[src/orf_pkg.sv]
// orf_pkg: shared types and constants of the overwriting ring fifo
// no dependencies; imported by the interfaces, orf_ctrl, orf_dpath, the top level and the checker
`default_nettype none

package orf_pkg;

  // width of the used-depth register, pop count and occupancy fields
  localparam int CNT_W = 7;

  // used depth after reset
  localparam logic [CNT_W-1:0] USED_DEPTH_RST = 7'd64;

  typedef enum logic [1:0] {
    CMD_PUSH  = 2'd0,
    CMD_POP   = 2'd1,
    CMD_PEEK  = 2'd2,
    CMD_FLUSH = 2'd3
  } cmd_t;

  typedef enum logic [1:0] {
    ST_OK     = 2'd0,
    ST_SHORT  = 2'd1,
    ST_NODATA = 2'd2
  } status_t;

  // controller to datapath commands
  typedef struct packed {
    logic    cfg_wr;
    logic    push;
    logic    flush;
    logic    flag;
    status_t flag_status;
    logic    start_pop;
    logic    start_peek;
    logic    advance;
  } ctl_cmd_t;

  // datapath to controller status
  typedef struct packed {
    logic out_free;
    logic count_zero;
    logic count_over;
    logic fill_zero;
    logic last_elem;
  } dp_stat_t;

endpackage

`default_nettype wire

[src/orf_ctrl.sv]
// orf_ctrl: command decoder and stream sequencer of the overwriting ring fifo
// depends on orf_pkg
`default_nettype none

module orf_ctrl import orf_pkg::*; (
  input  logic     clk,
  input  logic     rst,
  input  logic     req_valid,
  input  cmd_t     req_command,
  input  logic     cfg_valid,
  input  dp_stat_t stat,
  output logic     req_ready,
  output logic     cfg_ready,
  output ctl_cmd_t cmd
);

  typedef enum logic {
    S_IDLE,
    S_STREAM
  } state_t;

  state_t state;
  state_t state_next;
  logic   accept;

  always_comb begin
    state_next = state;
    cmd        = '0;
    cmd.flag_status = ST_OK;
    req_ready  = (state == S_IDLE) && stat.out_free;
    // depth writes wait for a quiet request side
    cfg_ready  = (state == S_IDLE) && !req_valid;
    accept     = req_valid && req_ready;
    cmd.cfg_wr = cfg_valid && cfg_ready;
    unique case (state)
      S_IDLE: begin
        if (accept) begin
          unique case (req_command)
            CMD_PUSH:  cmd.push = 1'b1;
            CMD_FLUSH: cmd.flush = 1'b1;
            CMD_POP: begin
              if (stat.count_zero) begin
                cmd.flag        = 1'b1;
                cmd.flag_status = ST_NODATA;
              end else if (stat.count_over) begin
                cmd.flag        = 1'b1;
                cmd.flag_status = ST_SHORT;
              end else begin
                cmd.start_pop = 1'b1;
                state_next    = S_STREAM;
              end
            end
            CMD_PEEK: begin
              if (stat.fill_zero) begin
                cmd.flag        = 1'b1;
                cmd.flag_status = ST_NODATA;
              end else begin
                cmd.start_peek = 1'b1;
                state_next     = S_STREAM;
              end
            end
            default: cmd.flush = 1'b1;
          endcase
        end
      end
      S_STREAM: begin
        cmd.advance = stat.out_free;
        if (stat.out_free && stat.last_elem) begin
          state_next = S_IDLE;
        end
      end
      default: state_next = S_IDLE;
    endcase
  end

  always_ff @(posedge clk) begin
    if (rst) begin
      state <= S_IDLE;
    end else begin
      state <= state_next;
    end
  end

endmodule

`default_nettype wire

[config.mk]
export PLATFORM = sky130hd
export DESIGN_NAME = orf_ctrl
export DESIGN_NICKNAME = d
export VERILOG_FILES = /design/src/orf_pkg.sv /design/src/orf_ctrl.sv
export SDC_FILE = /design/constraint.sdc
export NUM_CORES = 1
export LEC_CHECK = 0
export BUFFER_PORTS_ARGS = -buffer_cell sky130_fd_sc_hd__buf_4
export CAP_MARGIN = 10
export CORE_AREA = 2 2 39 41
export CTS_BUF_LIST = sky130_fd_sc_hd__clkbuf_4
export DETAILED_ROUTE_END_ITERATION = 6
export DIE_AREA = 0 0 41 43
export PLACE_DENSITY = 0.45
export SYNTH_ARGS = -nofsm -noshare
export SYNTH_HDL_FRONTEND = slang
export SYNTH_SLANG_ARGS = --single-unit
[constraint.sdc]
create_clock -name clk -period 0.99 [get_ports clk]
set_input_delay 0.1485 -clock clk [delete_from_list [all_inputs] [get_ports clk]]
set_output_delay 0.1485 -clock clk [all_outputs]
set_load 0.01 [all_outputs]
After elaboration in Yosys (flattened, before gate mapping)

Cells that the tools add are included.

Register bits: 1
Word-level logic and storage cells: 30

Eq/ne operators: 3
Muxes and demuxes: 18
Bitwise gates (word level): 1
Reduce and logical (&&, ||, !) cells: 7

Operators with widths:

| operator             | number |
|---|---|
| $mux W7              | 2 |
| $mux W1              | 10 |
| $mux W3              | 3 |
| $pmux W3 S2          | 1 |
| $logic_and A1 B1 Y1  | 5 |
| $eq A2 B2 Y1 const B | 2 |
| $pmux W1 S2          | 2 |
| $eq A2 B1 Y1 const B | 1 |
| $logic_not A2 Y1     | 1 |
| $logic_not A1 Y1     | 1 |
| $not A1 Y1           | 1 |

Longest topological paths before layout

Depth in word-level cells: 5
Gate-level depth with buffers: 5
Gate-level depth less buffers: 5

Worst setup path after synthesis

OpenSTA, ideal clock, no wires.

Path type: input-to-output
From: input port req_command[0]
To: output port cmd[3] (netlist name)
Arrival time: 0.903 ns
Data required time: 0.841 ns
Slack: -0.061 ns
Stages on the path: 4
Cells stage by stage: inv_1 -> ha_1 -> nand4b_2 -> nor3_1

RTL lines:

| item        | RTL line       | source |
|---|---|---|
| from (decl) | orf_ctrl.sv:9  | `input cmd_t req_command,` |
| to (decl)   | orf_ctrl.sv:14 | `output ctl_cmd_t cmd` |

==> run metrics <==
max incr delay on CP 200 ps; Critical Path RT 840 ps; I/O pin count 22; Power, Total 0.2254 mW; die width 41 µm; Via density 4.260; Worst Max-Slew Pin Slew 238.0 ps; PortBufs 21; nets 74; Period minus WS final 1078 ps; chip height 43 µm; top cells by area, synth ha_1, and3_1, dfxtp_1; Critical Path AT 930 ps; DRC 0; Starting Density 0.1618; commonest non-fill, non-tap cell in the layout buf_4; maxcap violations 0; vias in the first global route 288; crit path max fanout 4; worst path bufs/invs 3; share of layout cells above drive strength 1 0.8421; Antenna Cells 0; GRT Total Usage 0.08800; GR Util met1 0.1048; fin crit share 1.089; Tightest Hold Check Type in2reg; final hold vios 0; RSZ-0062 raised after global routing yes; total gr overflow 0; Pre-Repair DR Iteration Count 4; Yosys top cell by area ha_1; hpwl dp 562.2 µm; Critical Path, Cell by Cell buf_8, inv_8, ha_4, nor3b_4, and3_4, buf_6; Crit path max-delay family simple AND/OR/NAND/NOR gates; initial antenna violation count 0; multi-input logic area 287.8 µm²; Filler Cell Count 147; register area 21.27 µm²; Leakage Power 0.2763 nW; sequential cell area fraction in the yosys report 0.08939; Yosys top cell area share 0.2235; cell row count 14; CTS clock-pin slew for the worst setup and hold paths 0 ps; Final Max Tran Viols 0; commonest non-fill, non-tap cells in the layout buf_4, nand2_1, buf_6; placer congestion estimate 0.6554; P&R area growth vs syn 168.2%; Mapped Nets 44; syn avg cell area 7.723 µm²; biggest regs state (1); Worst Skew 0 ps; first-pass GRT wire length 1159 µm; final setup TNS -432.3 ps; met2 usage 0.1563; Seq cells post-synth 1; nature of the critical path startpoint primary input; failing checks setup timing; drt wl/cell 10.60 µm; Min Hold Slack 300.7 ps; warning count from the yosys run 0; Util after Layout 0.4340; Core Area 1384 µm²; status finished, violations left; Most Crowded Layer GR met2; Critical Path End Type output pin; Syn Inst Count 29; die area 1763 µm²; Mapped Area 224.0 µm²; slowest CP cell and3_4; Clock Latency Late Sink 0 ps; via count 311; max reg flops 1; pwr dens 375.3 nW/µm²; Yosys cell types 16; Post-DRT Antenna Nets 0; Setup-failing EPs final 8; DRT Wirelength 774 µm; Iteration-0 DRC Markers 1; Max Clock Freq 927.2 MHz; final setup margin -88.48 ps; Reg with most FFs state; GR met3 Demand/Resource 0.005236; critical path type in2out; Peak VDD IR 0.1620 mV; relative slew slack 0.8397; largest net degree at the start of global routing 7
per-stage QoR:
stage / instances / cell area [µm²] / setup slack (ps)
finish: 73 / 600.6 / -88.48
CTS: 72 / 558.0 / -74.97
floorplan: 29 / 229.0 / 9.175
global placement: 72 / 451.7 / -222.6
detailed placement: 72 / 451.7 / -207.3
global route: 73 / 600.6 / -127.4
per-layer routing:
metal	vias up	wire, µm	part of all wire
met4	0	21	0.027
met3	2	70	0.090
met1	139	264	0.34
li1	155	-	-
met5	-	0	0
met2	15	417	0.54
synth_stat cells (all sizes together):
library cell  number
o21bai             1
nand2              5
and2b              1
ha                 4
dfxtp              1
nor3               1
o21ai              1
nand4b             1
inv                2
and3               4
and2               2
a21oi              3
nor2b              1
nor2               1
nor3b              1
path summary, 6_finish.rpt:
check,startpoint,endpoint,slack (ps),depth (start not counted)
worst min-delay path,rst,state,300,2
worst max register to register,state,state,90,3
worst min register to register,state,state,600,3
worst max-delay path,req_command[1],cmd[2],-90,6
power breakdown:
part	switching [mW]	internal, mW	total, mW
clock network	0	0	0
logic	0.0767	0.106	0.183
registers	0.000570	0.0420	0.0425
final cells by class:
| class | instances | area share |
|---|---|---|
| timing repair buffer | 28 | 0.4146 |
| multi-input combinational | 26 | 0.4792 |
| sequential | 1 | 0.03542 |
| inverter | 2 | 0.03750 |
| tap | 16 | 0.03333 |
cells by family (layout without fill, tap and decap cells):
family / count (synthesis) / in the layout / synth area share
adders and majority gates: 4 / 4 / 0.2235
buffers and inverters: 2 / 30 / 0.03353
DFF: 1 / 1 / 0.08939
and+or+nand+nor: 17 / 17 / 0.5139
AOI/OAI and AO/OA: 5 / 5 / 0.1397
repair_timing:
item / CTS / global route
buffers inserted: 0 / 1
hold buffers: 0 / 0
setup endpoints to repair: 8 / 9
gates resized for setup: 26 / 9
pin swaps: 7 / 3
hold endpoints to repair: 0 / 0
No activity file was read; power rests on OpenSTA's default activity.
