`src/orf_pkg.sv`:
```
// orf_pkg: shared types and constants of the overwriting ring fifo
// no dependencies; imported by the interfaces, orf_ctrl, orf_dpath, the top level and the checker
`default_nettype none

package orf_pkg;

  // width of the used-depth register, pop count and occupancy fields
  localparam int CNT_W = 7;

  // used depth after reset
  localparam logic [CNT_W-1:0] USED_DEPTH_RST = 7'd64;

  typedef enum logic [1:0] {
    CMD_PUSH  = 2'd0,
    CMD_POP   = 2'd1,
    CMD_PEEK  = 2'd2,
    CMD_FLUSH = 2'd3
  } cmd_t;

  typedef enum logic [1:0] {
    ST_OK     = 2'd0,
    ST_SHORT  = 2'd1,
    ST_NODATA = 2'd2
  } status_t;

  // controller to datapath commands
  typedef struct packed {
    logic    cfg_wr;
    logic    push;
    logic    flush;
    logic    flag;
    status_t flag_status;
    logic    start_pop;
    logic    start_peek;
    logic    advance;
  } ctl_cmd_t;

  // datapath to controller status
  typedef struct packed {
    logic out_free;
    logic count_zero;
    logic count_over;
    logic fill_zero;
    logic last_elem;
  } dp_stat_t;

endpackage

`default_nettype wire

```
`src/orf_ram.sv`:
```
// orf_ram: generic single-write, single-read ram with registered read data
// no dependencies
`default_nettype none

module orf_ram #(
  parameter int WIDTH = 8,
  parameter int DEPTH = 64
) (
  input  logic                     clk,
  input  logic                     we,
  input  logic [$clog2(DEPTH)-1:0] waddr,
  input  logic [WIDTH-1:0]         wdata,
  input  logic                     re,
  input  logic [$clog2(DEPTH)-1:0] raddr,
  output logic [WIDTH-1:0]         rdata
);

  logic [WIDTH-1:0] mem [DEPTH];

  always_ff @(posedge clk) begin
    if (we) begin
      mem[waddr] <= wdata;
    end
    if (re) begin
      rdata <= mem[raddr];
    end
  end

endmodule

`default_nettype wire

```
`src/orf_dpath.sv`:
```
// orf_dpath: pointers, fill count, element ram and result register
// depends on orf_pkg and orf_ram
`default_nettype none

module orf_dpath import orf_pkg::*; #(
  parameter int DEPTH      = 64,
  parameter int DATA_WIDTH = 8
) (
  input  logic                  clk,
  input  logic                  rst,
  input  ctl_cmd_t              cmd,
  input  logic [DATA_WIDTH-1:0] data_in,
  input  logic [CNT_W-1:0]      pop_count,
  input  logic [CNT_W-1:0]      cfg_data,
  input  logic                  out_ready,
  output dp_stat_t              stat,
  output logic                  out_valid,
  output logic [DATA_WIDTH-1:0] out_data,
  output status_t               out_status,
  output logic                  out_last,
  output logic                  out_dropped,
  output logic [CNT_W-1:0]      out_occ,
  output logic                  out_empty,
  output logic                  out_full
);

  localparam int PTR_W = $clog2(DEPTH);

  logic [CNT_W-1:0]      used_depth;
  logic [CNT_W-1:0]      eff_depth;
  logic [PTR_W-1:0]      rd_ptr;
  logic [PTR_W-1:0]      wr_ptr;
  logic [PTR_W-1:0]      cursor;
  logic [CNT_W-1:0]      fill;
  logic [CNT_W-1:0]      remaining;
  logic                  pop_mode;
  logic                  full_now;
  logic [CNT_W-1:0]      fill_push;
  logic [CNT_W-1:0]      occ_src;
  logic                  load;
  logic                  ram_re;
  logic [PTR_W-1:0]      ram_raddr;
  logic [DATA_WIDTH-1:0] ram_rdata;
  logic [PTR_W-1:0]      cursor_inc;

  // ring step with wrap at the effective depth
  function automatic logic [PTR_W-1:0] ptr_inc(input logic [PTR_W-1:0] p,
                                               input logic [CNT_W-1:0] lim);
    logic [PTR_W:0] p1;
    p1 = {1'b0, p} + 1'b1;
    if (32'(p1) >= 32'(lim)) begin
      return '0;
    end
    return p1[PTR_W-1:0];
  endfunction

  // zero acts as one, above the built depth acts as the built depth
  always_comb begin
    if (used_depth == '0) begin
      eff_depth = CNT_W'(1);
    end else if (32'(used_depth) > DEPTH) begin
      eff_depth = CNT_W'(DEPTH);
    end else begin
      eff_depth = used_depth;
    end
  end

  assign full_now   = (fill == eff_depth);
  assign fill_push  = full_now ? fill : fill + 1'b1;
  assign cursor_inc = ptr_inc(cursor, eff_depth);
  assign load       = cmd.push || cmd.flush || cmd.flag || cmd.advance;

  always_comb begin
    occ_src = fill;
    if (cmd.flush) begin
      occ_src = '0;
    end else if (cmd.push) begin
      occ_src = fill_push;
    end
  end

  assign ram_re    = cmd.start_pop || cmd.start_peek || cmd.advance;
  assign ram_raddr = cmd.advance ? cursor_inc : rd_ptr;

  orf_ram #(
    .WIDTH (DATA_WIDTH),
    .DEPTH (DEPTH)
  ) u_ram (
    .clk   (clk),
    .we    (cmd.push),
    .waddr (wr_ptr),
    .wdata (data_in),
    .re    (ram_re),
    .raddr (ram_raddr),
    .rdata (ram_rdata)
  );

  assign stat.out_free   = !out_valid || out_ready;
  assign stat.count_zero = (pop_count == '0);
  assign stat.count_over = (pop_count > fill);
  assign stat.fill_zero  = (fill == '0);
  assign stat.last_elem  = (remaining == CNT_W'(1));

  // ring state and result valid
  always_ff @(posedge clk) begin
    if (rst) begin
      used_depth <= USED_DEPTH_RST;
      rd_ptr     <= '0;
      wr_ptr     <= '0;
      fill       <= '0;
      out_valid  <= 1'b0;
    end else begin
      if (load) begin
        out_valid <= 1'b1;
      end else if (out_ready) begin
        out_valid <= 1'b0;
      end
      if (cmd.cfg_wr) begin
        used_depth <= cfg_data;
        rd_ptr     <= '0;
        wr_ptr     <= '0;
        fill       <= '0;
      end else if (cmd.push) begin
        if (full_now) begin
          rd_ptr <= ptr_inc(rd_ptr, eff_depth);
        end
        wr_ptr <= ptr_inc(wr_ptr, eff_depth);
        fill   <= fill_push;
      end else if (cmd.flush) begin
        rd_ptr <= '0;
        wr_ptr <= '0;
        fill   <= '0;
      end else if (cmd.start_pop) begin
        fill <= fill - pop_count;
      end else if (cmd.advance && stat.last_elem && pop_mode) begin
        rd_ptr <= cursor_inc;
      end
    end
  end

  // stream cursor and result payload
  always_ff @(posedge clk) begin
    if (cmd.start_pop || cmd.start_peek) begin
      cursor    <= rd_ptr;
      remaining <= cmd.start_pop ? pop_count : fill;
      pop_mode  <= cmd.start_pop;
    end else if (cmd.advance) begin
      cursor    <= cursor_inc;
      remaining <= remaining - 1'b1;
    end
    if (load) begin
      out_data    <= cmd.advance ? ram_rdata : '0;
      out_status  <= cmd.flag ? cmd.flag_status : ST_OK;
      out_last    <= cmd.advance ? stat.last_elem : 1'b1;
      out_dropped <= cmd.push && full_now;
      out_occ     <= occ_src;
      out_empty   <= (occ_src == '0);
      out_full    <= (occ_src == eff_depth);
    end
  end

endmodule

`default_nettype wire

```
`config.mk`:
```
export PLATFORM = sky130hd
export DESIGN_NAME = orf_dpath
export DESIGN_NICKNAME = d
export VERILOG_FILES = /design/src/orf_pkg.sv /design/src/orf_ram.sv /design/src/orf_dpath.sv
export SDC_FILE = /design/constraint.sdc
export NUM_CORES = 1
export LEC_CHECK = 0
export BUFFER_PORTS_ARGS = -buffer_cell sky130_fd_sc_hd__buf_2
export CAP_MARGIN = 10
export CORE_MARGIN = 5
export CORE_UTILIZATION = 25
export CTS_BUF_LIST = sky130_fd_sc_hd__clkbuf_8
export CTS_CLUSTER_DIAMETER = 40
export DETAILED_ROUTE_END_ITERATION = 10
export SLEW_MARGIN = 40
export SYNTH_ARGS = -nofsm -noshare
export SYNTH_HDL_FRONTEND = slang
export SYNTH_SLANG_ARGS = --single-unit
```
`constraint.sdc`:
```
create_clock -name clk -period 6.13 [get_ports clk]
set_input_delay 1.839 -clock clk [delete_from_list [all_inputs] [get_ports clk]]
set_output_delay 1.839 -clock clk [all_outputs]
set_load 0.02 [all_outputs]
```
### Word-level counts from Yosys, hierarchy flattened

Memory sizes are Yosys's and may differ from the RTL's. A register that Yosys moved wholly into a read port is not among the register bits.
Cells that the tools add are included.

| storage, ports and cells | value |
|---|---|
| register bits | 62 |
| latch bits | 0 |
| memory bits (writable) | 512 |
| bits in read-only memories | 0 |
| input port bits | 34 |
| logic and storage cells | 94 |
| memories | 1 |

Memories:

| name | words | bits a word | rd ports | clocked after Yosys merged registers in | write ports | line | RTL |
|---|---|---|---|---|---|---|---|
| u_ram.mem | 64 | 8 | 1 | 1 | 1 | orf_ram.sv:18 | `logic [WIDTH-1:0] mem [DEPTH];` |

| operators by class | value |
|---|---|
| add/subtract/negate cells | 6 |
| multipliers | 0 |
| divide/modulo/power cells | 0 |
| $lt $le $gt $ge | 5 |
| equal/unequal tests | 5 |
| shifts and indexed selects | 0 |
| muxes and demuxes | 41 |
| bitwise gates (word level) | 0 |
| reduce and logical (&&, ||, !) cells | 21 |

Operators by type and width:

| operator | count |
|---|---|
| 2-to-1 mux 6 bit | 16 |
| 2-to-1 mux 7 bit | 11 |
| zero test 7 bit | 4 |
| adder 6 x 1 -> 7 bit, second input constant | 3 |
| >= comparator 7 bit | 3 |
| equality test 7 bit | 2 |
| 2-to-1 mux 1 bit | 14 |
| adder 7 x 1 -> 7 bit, second input constant | 1 |
| equality test 7 x 1 -> 1 bit, second input constant | 1 |
| > comparator 7 bit | 1 |
| > comparator 7 bit, second input constant | 1 |
| subtractor 7 x 1 -> 7 bit, second input constant | 1 |
| subtractor 7 bit | 1 |
| logical OR 1 bit | 6 |
| nonzero test 2 bit | 3 |
| nonzero test 3 bit | 2 |
| logical AND 1 bit | 3 |
| inequality test 3 x 1 -> 1 bit, second input constant | 1 |
| AND reduction 3 bit | 1 |
| inequality test 2 x 1 -> 1 bit, second input constant | 1 |
| OR reduction 2 bit | 1 |
| zero test 1 bit | 1 |

### Logic depth before layout (Yosys ltp)

Gate-level depths: netlist of the first run.

| logic depth | value |
|---|---|
| depth in word-level cells | 12 |
| gate-level depth with buffers | 17 |
| depth with buffers taken out | 13 |

### Cells and area by module

Synthesis of the first run repeated with hierarchy kept, for this count alone.

| second synthesis, totals | value |
|---|---|
| cell total of the unflattened synthesis | 1,424 |
| area, all modules | 24,628.6 µm² |

Modules (own cells, without submodules):

| module | instances | cells an instance | area each (µm²) | seq. area each (µm²) |
|---|---|---|---|---|
| orf_ram | 1 | 940 | 20,246.9 | 15,615.0 |
| orf_dpath | 1 | 484 | 4,381.7 | 1,591.5 |

### Worst setup path before layout of the first run

OpenSTA, ideal clock, no wires.

| timing | value |
|---|---|
| kind | in2out |
| from | input port pop_count[1] |
| to | output port stat[2] (netlist bit) |
| arrival time | 3.270 ns |
| slack | 1.021 ns |
| stages | 9 |
| cells stage by stage | inv_1 > ha_1 > nor2b_1 > o21ai_0 > a21oi_1 > o21ai_0 > a21boi_0 > o21a_1 > nor2_1 |

RTL lines:

| element | line | RTL |
|---|---|---|
| start: declaration | orf_dpath.sv:13 | `input logic [CNT_W-1:0] pop_count,` |
| end: declaration | orf_dpath.sv:16 | `output dp_stat_t stat,` |

==> out/qor.txt, run 1 <==
Die Span X: 326 µm
most frequent cell after synthesis: edfxtp_1
initial DRC count: 1,962
Clk Latency, worst-skew pair: 0.72 ns
Initial Util: 25.1%
Netlist cell types: 74
Routability Congestion: 0.862
first drt pass iteration count: 8
CTS H-tree lvls: 3
CTS sink count: 582
Setup Skew: 0.0513 ns
register area share after synthesis: 68.8%
PwrDens: 304 mW/mm²
share of layout cells above drive strength 1: 14.5%
initial antenna violation count: 2
synth top area cells: edfxtp_1 67%, mux2i_1 5.2%, a211oi_1 3.5%
synth warn: 0
syn avg cell area: 14.1 µm²
Vias: 16.2k
Min-Delay Path Class: reg -> reg
FF+latch count, synth: 582
Die Y: 326 µm
outcome: complete, no violations
root buffer cell: clkbuf_8
Clock Path Buffers: 3
Synth area leader: edfxtp_1
# rows: 116
final setup vio count: 0
Placed Cells incl. Taps: 3,071
number of vias per cell: 4.99
CTS Hold Buffers Added: 0
final hold slack: 0.559 ns
cts repair resizes: 0
Worst-Margin Slew: 0.895 ns
DRC: 0
Top Ports: 61
Multi-input gate area: 0.00734 mm²
Synth Cell Area: 0.0250 mm²
Synthesized Nets: 1,845
Worst Path Required: 4.29 ns
Sequential cell area: 0.0172 mm²
critical path startpoint category: input pin
Main synth FF type: edfxtp_1
Setup Buffers After CTS: 0
CTS clk-pin slew, worst paths: 0.05 ns
WL/cell: 21.1 µm
max-slew violation count: 0
hold path startpoint: used_depth[0]
Final Net Count: 1,944
RSZ-0062 raised after global routing: false
IO buf count: 60
Final Hold Viols: 0
CORE AREA: 0.0997 mm²
CP startpoint: pop_count[1]
first-pass GRT wire length: 102,000 µm
largest net degree at the start of global routing: 67
Slew HR: 40.2%
Final min period: 5.49 ns
total gr overflow: 0
total wire length: 68,400 µm
die area: 0.106 mm²
Global Route Usage Sum: 12.3%
f_max: 182 MHz
Static Leak: 10.0 nW
CP Class: in -> out
CTS buffer count: 98
Post-synth EDFFs: 555
ANT nets after route: 0
number of global-route vias before repair: 15.9k
Mapped Cells: 1,775
crit path max fanout: 3
number of max-cap violations: 0
Critical Path AT: 3.65 ns
Commonest cells post-synth: 555 x edfxtp_1, 130 x mux2i_1, 123 x and3_1
VDD IR max: 0.144 mV
Final period util: 89.6%
DP HPWL: 43,900 µm
asr flop ratio synth: 0%
setup_tns: 0 ns
Final Util: 29.0%
final std cells w/o fill: 3,240
TritonCTS clock tree: done
Reg2Reg Launch Point: cursor[0]
Synth top area share: 66.6%
critical path capture point type: output port
Area Growth Syn to Fin: 15.6%
filler instances: 9,917
[worst max-delay path, cell delays in order]
cell and delay (ns):
buf_2 0.11, inv_1 0.12, ha_1 0.25, nor2b_1 0.13
o21ai_0 0.18, a21oi_1 0.12, o21ai_0 0.24, a21boi_0 0.17
o21a_1 0.20, nor2_1 0.11, buf_2 0.18
[layout by cell type (no fill, tap or decap), types with 4 or more instances in the layout]
master     netlist  routed
and3_1         123     123
or2_2            8       8
nand2b_1         8       8
inv_1           34      60
clkinv_1         2      23
xor2_1          10      10
a32o_1           5       5
o21ai_0         37      37
buf_12           0       6
edfxtp_1       555     555
a22oi_1         25      25
nor4_1          14      14
nor2_1         111     102
buf_2            5      60
buf_4            0      50
nand2_1        106     103
xnor2_1         10      10
clkbuf_8         0     100
o221ai_1         4       4
a222oi_1        26      26
dfxtp_1         27      27
mux2i_1        130     130
nand4_1         11      11
and2_1          14      13
nor2b_1          7       7
a21boi_0        18      18
clkinv_2         0       7
o311ai_0         8       8
nor3_1           9       9
or3_1            9       8
a21o_1          12      11
a31oi_1         20      20
nor2_2           0       9
ha_1            35      35
a2111oi_0       29      29
nand3_1         29      27
a211oi_1       115     115
o211ai_1         6       6
a21oi_1         38      37
o21a_1           4       4
[cell type report]
type                            count  share of cell area, %
Sequential cell                   582                   59.5
Inverter                           36                  0.467
Clock buffer                      100                   4.76
Tap cell                         1298                   5.62
Clock inverter                     67                   1.43
Antenna cell                        1                0.00866
Multi-Input combinational cell   1039                   25.4
Timing Repair Buffer              117                   2.79
[stage by stage]
| stage | cell area, µm² | worst slack [ns] | power, W |
|---|---|---|---|
| after floorplan | 25000 | 1.02 | 0.00516 |
| after detailed placement | 27100 | 0.651 | 0.00564 |
| after global placement | 27000 | 0.672 | 0.00561 |
| after global routing | 28900 | 0.503 | 0.00911 |
| after CTS | 28900 | 0.653 | 0.00884 |
| final | 28900 | 0.639 | 0.00878 |
[worst paths after layout]
check	to	slack, ns	cells past startpoint
worst max-delay path	stat[2]	0.64	11
worst min-delay path	used_depth[0]	0.56	2
worst max register to register	u_ram.rdata[1]	0.83	16
worst min register to register	used_depth[0]	0.56	2
[report_power, final]
group	internal (W)	switching [W]	leakage, nW	total [W]
combinational	0.000383	0.000708	3.72	0.00109
sequential	0.00442	0.0000547	5.31	0.00448
clock	0.00165	0.00156	1.00	0.00321
total	0.00645	0.00233	10.0	0.00878
[flip-flops by register name, indices dropped and copies added (netlist names), 2 cells and up]
register / cells
cursor: 6
fill: 7
out_data: 8
out_occ: 7
out_status: 2
rd_ptr: 6
remaining: 7
u_ram.mem: 512
u_ram.rdata: 8
used_depth: 7
wr_ptr: 6
[logic make-up (layout without fill, tap and decap cells)]
| family | after synthesis | count (layout) | synth area share (%) |
|---|---|---|---|
| buffers and inverters | 154 | 320 | 2.37 |
| adders and majority gates | 36 | 36 | 1.83 |
| AOI/OAI and AO/OA | 386 | 386 | 11.6 |
| other | 0 | 1 | 0 |
| and+or+nand+nor | 466 | 466 | 9.49 |
| DFF | 582 | 582 | 68.8 |
| xor gates and xnor gates | 20 | 20 | 0.700 |
| muxes | 131 | 131 | 5.25 |
[metal layers]
layer	GRT usage (%)	up-vias	wire length, µm
met5	0	-	0
met4	3.13	0	1400
met3	3.16	126	6260
met2	19.5	745	31600
met1	17.0	8048	29200
li1	-	7238	-
Power figures use the tool's default switching activity.
==> inputs of run 2 (changes only) <==
CORE_UTILIZATION = 45   (was 25)
==> out/qor.txt, run 2 (synthesis results as in run 1) <==
outcome: complete, no violations
Setup Skew: 0.0273 ns
Routability Congestion: 0.901
max FFs per register: 512
TritonCTS clock tree: done
crit path max fanout: 23
most common cell after layout, fill and taps aside: edfxtp_1
Final Hold Viols: 0
Vias: 16.1k
DP HPWL: 42,300 µm
slowest CP cell: a22oi_1
Placed Cells incl. Taps: 2,508
Worst Path Required: 6.53 ns
WL/cell: 25.0 µm
met2 GRT Util: 34.7%
Initial Util: 45.4%
setup_tns: 0 ns
Global Route Usage Sum: 21.9%
critical path startpoint category: register
# rows: 86
f_max: 184 MHz
number of global-route vias before repair: 15.8k
initial DRC count: 1,691
met3 usage: 5.25%
Clk Latency, worst-skew pair: 0.69 ns
Area Growth Syn to Fin: 13.5%
CTS H-tree lvls: 3
IO buf count: 60
max-slew violation count: 0
Critical Path AT: 5.83 ns
combinational power share: 11.7%
number of vias per cell: 5.98
total wire length: 67,400 µm
Clock Path Buffers: 3
worst path bufs/invs: 2
CTS Hold Buffers Added: 0
cells along the critical path: ha_1 -> xnor2_1 -> clkinv_1 -> ha_1 -> a21o_1 -> a31oi_1 -> o21a_1 -> a41oi_4 -> buf_4 -> a211oi_1 -> a2111oi_0 -> a22oi_1 -> nand4_1
Slew HR: 36.9%
CORE AREA: 0.0551 mm²
Multi-input gate area: 0.00736 mm²
grt peak-use layer: met2
CTS clk-pin slew, worst paths: 0.06 ns
Post-DP Area: 0.0263 mm²
Worst-Margin Slew: 0.944 ns
CP Class: reg -> reg
largest net degree at the start of global routing: 68
total gr overflow: 0
switching power: 0.00236 W
CTS buffer count: 101
ANT nets after route: 0
VDD IR max: 0.181 mV
most frequent cells in the layout: 555 x edfxtp_1, 130 x mux2i_1, 123 x and3_1
DRC: 0
Final Net Count: 1,933
first-pass GRT wire length: 101,000 µm
Clk network pwr share: 39.3%
initial antenna violation count: 3
Largest regs: u_ram.mem x512, out_data x8, u_ram.rdata x8
register name with the most flops: u_ram.mem
Final period util: 88.5%
largest delay contributor family on the critical path: compound AO/OA/AOI/OAI gates
Design Power: 0.00914 W
max incr delay on CP: 0.57 ns
CP most frequent cell: ha_1
Final min period: 5.42 ns
Setup Buffers After CTS: 0
met1 usage: 30.4%
number of max-cap violations: 0
die area: 0.0604 mm²
Net Sw Frac: 25.8%
fin area: 0.0284 mm²
Top Ports: 61
RSZ-0062 raised after global routing: false
cts repair resizes: 0
first drt pass iteration count: 8
final std cells w/o fill: 2,694
ant diodes: 0
critical path capture point type: register
CTS sink count: 582
Die Y: 246 µm
share of layout cells above drive strength 1: 15.1%
Static Leak: 10.1 nW
internal power: 0.00678 W
final setup vio count: 0
PwrDens: 322 mW/mm²
root buffer cell: clkbuf_8
Die Span X: 246 µm
Min-Delay Path Class: reg -> reg
filler instances: 4,678
Sequential cell area: 0.0172 mm²
Reg power frac: 49.0%
## run 2: power by group through the flow
stage                     registers [W]  clock network, W  logic (W)
after detailed placement        0.00456                 0    0.00106
final                           0.00448           0.00360    0.00107
after floorplan                 0.00454                 0   0.000620
after global placement          0.00456                 0    0.00103
after global routing            0.00448           0.00386    0.00114
after CTS                       0.00447           0.00367    0.00106
## run 2: stage by stage
step | hold slack [ns] | utilization, % | setup WS, ns
final | 0.528 | 51.5 | 0.706
after global routing | 0.578 | 51.5 | 0.322
after CTS | 0.527 | 51.5 | 0.763
after detailed placement | 0.518 | 47.7 | 0.773
after global placement | 0.528 | 47.5 | 0.725
after floorplan | 0.499 | - | 1.02
## run 2: cell type report
type                    count  area share (%)
clock buffers             106            5.14
multi-input cells        1039            25.9
repair buffers            103            2.38
well taps                 748            3.30
flip-flops and latches    582            60.6
clock inverters            80            2.17
inverters                  36           0.476
## run 2: worst min-delay path, delay by kind of cell (launching register included)
kind	cells	cell delay, ns
AND/OR/NAND/NOR	1	0.09
flip-flops	1	0.30
AO/OA/AOI/OAI	1	0.08
## run 2: final timing paths
path,from,slack (ns),to,cells after the start
setup / recovery,cursor[0],0.71,u_ram.rdata[7],13
hold / removal,out_valid,0.53,out_valid,2
setup reg to reg,cursor[0],0.71,u_ram.rdata[7],13
hold reg to reg,out_valid,0.53,out_valid,2
## run 2: routing by layer
metal | wire, µm | up-vias | share of wire, %
met4 | 1930 | 2 | 2.9
met1 | 28300 | 8035 | 42
met5 | 13 | - | 0.019
met3 | 5710 | 123 | 8.5
li1 | - | 7243 | -
met2 | 31500 | 697 | 47
